File: config.mk
export PLATFORM = sky130hd
export DESIGN_NAME = ubd_divider
export DESIGN_NICKNAME = d
export VERILOG_FILES = /design/src/ubd_pkg.sv /design/src/ubd_divider.sv
export SDC_FILE = /design/constraint.sdc
export NUM_CORES = 2
export LEC_CHECK = 0
export BUFFER_PORTS_ARGS = -buffer_cell sky130_fd_sc_hd__buf_2
export CORE_MARGIN = 2
export CORE_UTILIZATION = 35
export CTS_CLUSTER_DIAMETER = 40
export DETAILED_ROUTE_END_ITERATION = 10
export MAX_ROUTING_LAYER = met4
export PLACE_DENSITY = 0.61
export SYNTH_ARGS = -nofsm -noshare
export SYNTH_HDL_FRONTEND = slang
export SYNTH_SLANG_ARGS = --single-unit
File: constraint.sdc
create_clock -name aclk -period 18.02 [get_ports aclk]
set_input_delay 2.703 -clock aclk [delete_from_list [all_inputs] [get_ports aclk]]
set_output_delay 2.703 -clock aclk [all_outputs]
set_load 0.01 [all_outputs]
File: src/ubd_pkg.sv
// Shared types, constants and codes for the USART baud divisor selector.
package ubd_pkg;

    // Field and register widths
    localparam int BAUD_W          = 32;
    localparam int MODE_W          = 2;
    localparam int STATUS_W        = 2;
    localparam int CLOCK_W         = 32;
    localparam int TOL_W           = 7;
    localparam int CFG_DATA_W      = 32;
    localparam int CFG_INDEX_W     = 1;
    localparam int DIVISOR_OUT_W   = 16;
    localparam int DIVISOR_WIDTH_DEF = 16;

    // Register reset values
    localparam logic [CLOCK_W-1:0] CLOCK_HZ_RST = CLOCK_W'(16000000);
    localparam logic [TOL_W-1:0]   TOL_PCT_RST  = TOL_W'(2);

    // Register indexes
    localparam logic [CFG_INDEX_W-1:0] CFG_CLOCK_HZ = 1'b0;
    localparam logic [CFG_INDEX_W-1:0] CFG_TOL_PCT  = 1'b1;

    // Mode codes
    localparam logic [MODE_W-1:0] MODE_ASYNC       = 2'd0;
    localparam logic [MODE_W-1:0] MODE_SYNC_MASTER = 2'd1;
    localparam logic [MODE_W-1:0] MODE_SYNC_SLAVE  = 2'd2;
    localparam logic [MODE_W-1:0] MODE_INVALID     = 2'd3;

    // Status codes
    localparam logic [STATUS_W-1:0] STATUS_OK          = 2'd0;
    localparam logic [STATUS_W-1:0] STATUS_INVALID     = 2'd1;
    localparam logic [STATUS_W-1:0] STATUS_UNREACHABLE = 2'd2;

    // Oversampling factors and their log2
    localparam int F_ASYNC   = 16;
    localparam int F_DOUBLE  = 8;
    localparam int F_SYNC    = 2;
    localparam int SH_ASYNC  = 4;
    localparam int SH_DOUBLE = 3;
    localparam int SH_SYNC   = 1;

    // Percent scale and derived widths
    localparam int PCT_SCALE = 100;
    localparam int PCT_W     = 8;     // holds 100 + tolerance
    localparam int LHS_W     = CLOCK_W + 7;

    // Divider: clock_hz / baud_rate, restoring, DIV_STEP bits per stage
    localparam int DIV_W      = 32;
    localparam int DIV_STEP   = 2;
    localparam int DIV_STAGES = DIV_W / DIV_STEP;

    typedef struct packed {
        logic [BAUD_W-1:0] baud;
        logic [MODE_W-1:0] mode;
        logic              bad;   // zero baud or invalid mode
    } req_t;

    typedef struct packed {
        logic [DIV_W-1:0] rem;
        logic [DIV_W-1:0] dq;     // dividend bits out, quotient bits in
        logic [DIV_W-1:0] den;
        req_t             req;
    } dstage_t;

endpackage

File: src/ubd_divider.sv
// Pipelined restoring divider: quotient of clock_hz over the requested baud.
module ubd_divider import ubd_pkg::*; (
    input  logic                aclk,
    input  logic                aresetn,
    input  logic [CLOCK_W-1:0]  clock_hz,
    input  logic                in_valid,
    output logic                in_ready,
    input  req_t                in_req,
    output logic                out_valid,
    input  logic                out_ready,
    output logic [DIV_W-1:0]    out_quot,
    output req_t                out_req
);

    function automatic dstage_t div_step(dstage_t s);
        dstage_t          r;
        logic [DIV_W:0]   t;
        r = s;
        for (int i = 0; i < DIV_STEP; i++) begin
            t = {r.rem, r.dq[DIV_W-1]};
            if (t >= {1'b0, r.den}) begin
                r.rem = DIV_W'(t - {1'b0, r.den});
                r.dq  = {r.dq[DIV_W-2:0], 1'b1};
            end else begin
                r.rem = t[DIV_W-1:0];
                r.dq  = {r.dq[DIV_W-2:0], 1'b0};
            end
        end
        return r;
    endfunction

    dstage_t                 st_reg  [DIV_STAGES];
    dstage_t                 st_next [DIV_STAGES];
    logic [DIV_STAGES-1:0]   vld_reg;
    logic [DIV_STAGES-1:0]   adv;
    dstage_t                 first;

    always_comb begin
        first.rem = '0;
        first.dq  = clock_hz;
        first.den = in_req.baud;
        first.req = in_req;
    end

    for (genvar k = 0; k < DIV_STAGES; k++) begin : g_stage
        if (k == 0) begin : g_first
            always_comb st_next[k] = div_step(first);
            always_ff @(posedge aclk) begin
                if (!aresetn) begin
                    vld_reg[k] <= 1'b0;
                end else if (adv[k]) begin
                    vld_reg[k] <= in_valid;
                end
            end
        end else begin : g_rest
            always_comb st_next[k] = div_step(st_reg[k-1]);
            always_ff @(posedge aclk) begin
                if (!aresetn) begin
                    vld_reg[k] <= 1'b0;
                end else if (adv[k]) begin
                    vld_reg[k] <= vld_reg[k-1];
                end
            end
        end

        if (k == DIV_STAGES - 1) begin : g_last
            assign adv[k] = !vld_reg[k] || out_ready;
        end else begin : g_mid
            assign adv[k] = !vld_reg[k] || adv[k+1];
        end

        always_ff @(posedge aclk) begin
            if (adv[k]) begin
                st_reg[k] <= st_next[k];
            end
        end
    end

    assign in_ready  = adv[0];
    assign out_valid = vld_reg[DIV_STAGES-1];
    assign out_quot  = st_reg[DIV_STAGES-1].dq;
    assign out_req   = st_reg[DIV_STAGES-1].req;

endmodule

==> flow_summary.yaml <==
cts:
  path_clk_slew_ps: 50
  hold_buffers: 0
  cts_resized: 0
  cts_tree: "built"
  cts_sinks: 1568
  numCtsBuffers: 291
  post-cts-setup-buffers: 0
  root_buffer: "clkbuf_16"
  clk_latency_ps: 910
  cts.path.max_buffers: 4
  htree_levels: 5
logic_synthesis:
  synth-edff-count: 1552
  yosys.area.top_type: "edfxtp_1"
  netlist.area_leader.share_pct: 43.1
  synthTopCellsByArea: "edfxtp_1 43%, ha_1 12%, mux2_2 6.0%, xnor2_1 4.2%, a21oi_1 4.2%"
  ys.flop_type: "edfxtp_1"
  synth.most_common_cell: "edfxtp_1"
  synthCells: 10299
  synth-seq-cells: 1568
  ys_types: 90
  synthArstFlopShare_pct: 0
  syn_area_um2: 108000
  syn_area_per_cell_um2: 10.5
  synth_commonest_cells: "1,552 x edfxtp_1, 994 x ha_1, 908 x a21oi_1, 816 x inv_1, 616 x o21ai_0"
  yosysSeqAreaShare_pct: 43.4
  synth_nets: 11394
  ys_warn_count: 0
worst_setup_path:
  cpPeakStageDelay_ps: 430
  r2r_slack_ps: 9320
  crit_cells: 12
  path_max_fanout: 26
  cp-startpoint: "out_ready"
  start_kind: "primary input"
  reg2reg_depth: 24
  rr_endpoint: "st_reg[1][891]"
  r2r-start: "st_reg[1][694]"
  worst-path-buf-inv: 3
  crit_top_cell: "and3_1"
  cpMaxStageDelayCell: "nor2b_1"
  critPathTopFamily: "simple AND/OR/NAND/NOR gates"
  path_cells: "buf_2, nor2b_1, inv_4, nor2_1, and2_1, and3_1, and3_1, and3_1, and2_1, and3_1, nand2_4, buf_2"
  path_class: "in -> out"
  endpoint_kind: "primary output"
  worstPathArrival_ps: 6440
  crit_required_ps: 15320
floorplanning:
  io_pins: 140
  die-area_um2: 313000
  fp.dieW_um: 560
  core_area_um2: 307000
  rows: 203
  initial_core_util_pct: 35.2
  die_h_um: 560
sta:
  hold_violations: 0
  grt_setup_unrepaired: "no"
  finalCriticalPeriod_ps: 9140
  clock_skew_ps: 88.9
  setup_viol: 0
  worst_pin_slew_ps: 1170
  final.setup.tns_ps: 0
  setup_slack_ps: 8880
  timing.fmax_mhz: 109
  finalCritPeriodShare_pct: 50.7
  relSlewSlack_pct: 20.7
  drv_slew: 0
power:
  p_int_mw: 9.38
  ir_worst_vdd_mv: 0.0960
  p_seq_share_pct: 32.8
  clockPowerShare_pct: 40.2
  p_comb_share_pct: 27.0
  p_leak_nw: 54.0
  p_sw_share_pct: 31.5
  p_sw_mw: 4.31
  powerDensity_nw_per_um2: 111
layout:
  multi_input_area_um2: 56800
  drive_gt1_share_pct: 13.0
  seq_area_um2: 46900
  largest_reg_flops: 1552
  synthToLayoutAreaGrowth_pct: 14.0
  final_nets: 11609
  final_cell_area_um2: 123000
  layoutNonFillerInstCount: 14848
  nFillCells: 29819
routing:
  vias: 78163
  detail-route-antenna-nets: 0
  routed_wirelength_mm: 288
  first_pass_iters: 6
  route.detailed.drc: 0
  drt_iter0_markers: 4921
  via_per_inst: 5.26
  routedWlPerCell_um: 19.4
placement:
  port_buffers: 139
  dpl_worst_slack_ps: 8810
  gp_congestion: 0.943
  dp_cells: 14321
  dpl_cell_area_um2: 113000
  hpwlAfterDp_mm: 229
global_route:
  grt_pass1_vias: 77305
  grt_overflow: 0
  grt_use_total_pct: 18.5
  grt_max_degree: 70
  grt_first_pass_wirelength_mm: 445
  antenna_found_initial: 8
outcome:
  status: "finished, final reports clean"
worst_hold_path:
  holdCritStartpoint: "st_reg[0][722]"
  hp-class: "reg -> reg"
  min_to: "st_reg[0][855]"
  holdPathStages: 0
run:
  drv_cap: 0
## worst reg2reg max path: stages (launching register included)
cell	delay [ps]
edfxtp_1	370
inv_1	100
ha_1	380
nand3_1	280
a21oi_1	250
o21ai_0	130
buf_4	180
o21bai_1	290
a31oi_1	250
o311a_1	410
o21a_1	320
inv_1	90
buf_4	420
mux2_2	430
ha_1	370
nand2_1	130
nor4_1	750
o311a_1	400
nor2_1	150
o311ai_0	400
o211ai_1	150
a21oi_1	200
and2_1	750
or2_2	780
mux2_2	440
## metrics by stage
stage	hold WS [ps]	util [%]	total power, mW
after detailed placement	405	36.9	8.19
after global placement	400	36.9	8.18
after floorplan	400	-	7.32
after CTS	357	40.2	13.8
final	363	40.2	13.7
after global routing	365	40.2	14.4
## worst max-delay path by stage
stage                           to
after floorplan           in_ready
after global placement    in_ready
after detailed placement  in_ready
after CTS                 in_ready
after global routing      in_ready
final                     in_ready
## cell type report
class | instances | area share (%)
flip-flops and latches | 1568 | 38.1
repair buffers | 208 | 0.985
inverters | 822 | 2.52
multi-input cells | 7623 | 46.1
clock inverters | 205 | 2.07
clock buffers | 319 | 6.03
diodes | 3 | 0.00609
well taps | 4100 | 4.16
## routing by layer
layer | track usage [%] | wire (µm) | up-vias
li1 | - | - | 38906
met5 | - | 0 | -
met2 | 31.0 | 138000 | 1623
met3 | 2.09 | 11000 | 574
met4 | 7.47 | 12300 | 0
met1 | 22.6 | 127000 | 37060
## cell usage in the layout (no fill, tap or decap), drive strengths merged, types with 148 or more instances in the layout
cell / instances
edfxtp: 1552
ha: 994
a21oi: 908
inv: 890
o21ai: 623
nand2: 609
mux2: 595
nor2: 523
xnor2: 521
a21o: 433
clkbuf: 319
xor2: 273
buf: 208
nor3: 185
nand3: 173
nand4: 148
## power by group through the flow
stage	Clock (mW)	Sequential, mW	Combinational, mW
final	5.50	4.49	3.70
after global routing	5.79	4.51	4.10
after CTS	5.63	4.49	3.66
after detailed placement	0	4.56	3.63
after global placement	0	4.56	3.62
after floorplan	0	4.43	2.88
## logic make-up (layout without fill, tap and decap cells)
| kind of cell | count (synthesis) | in the layout | synth area share (%) |
|---|---|---|---|
| AOI/OAI and AO/OA | 2914 | 2914 | 17.1 |
| and+or+nand+nor | 2256 | 2256 | 10.2 |
| DFF | 1568 | 1568 | 43.4 |
| buffers and inverters | 1108 | 1554 | 4.14 |
| adders and majority gates | 1024 | 1024 | 12.1 |
| xor gates and xnor gates | 794 | 794 | 6.44 |
| muxes | 635 | 635 | 6.57 |
| other | 0 | 3 | 0 |
Note: power is estimated with default switching activity, not from simulation.
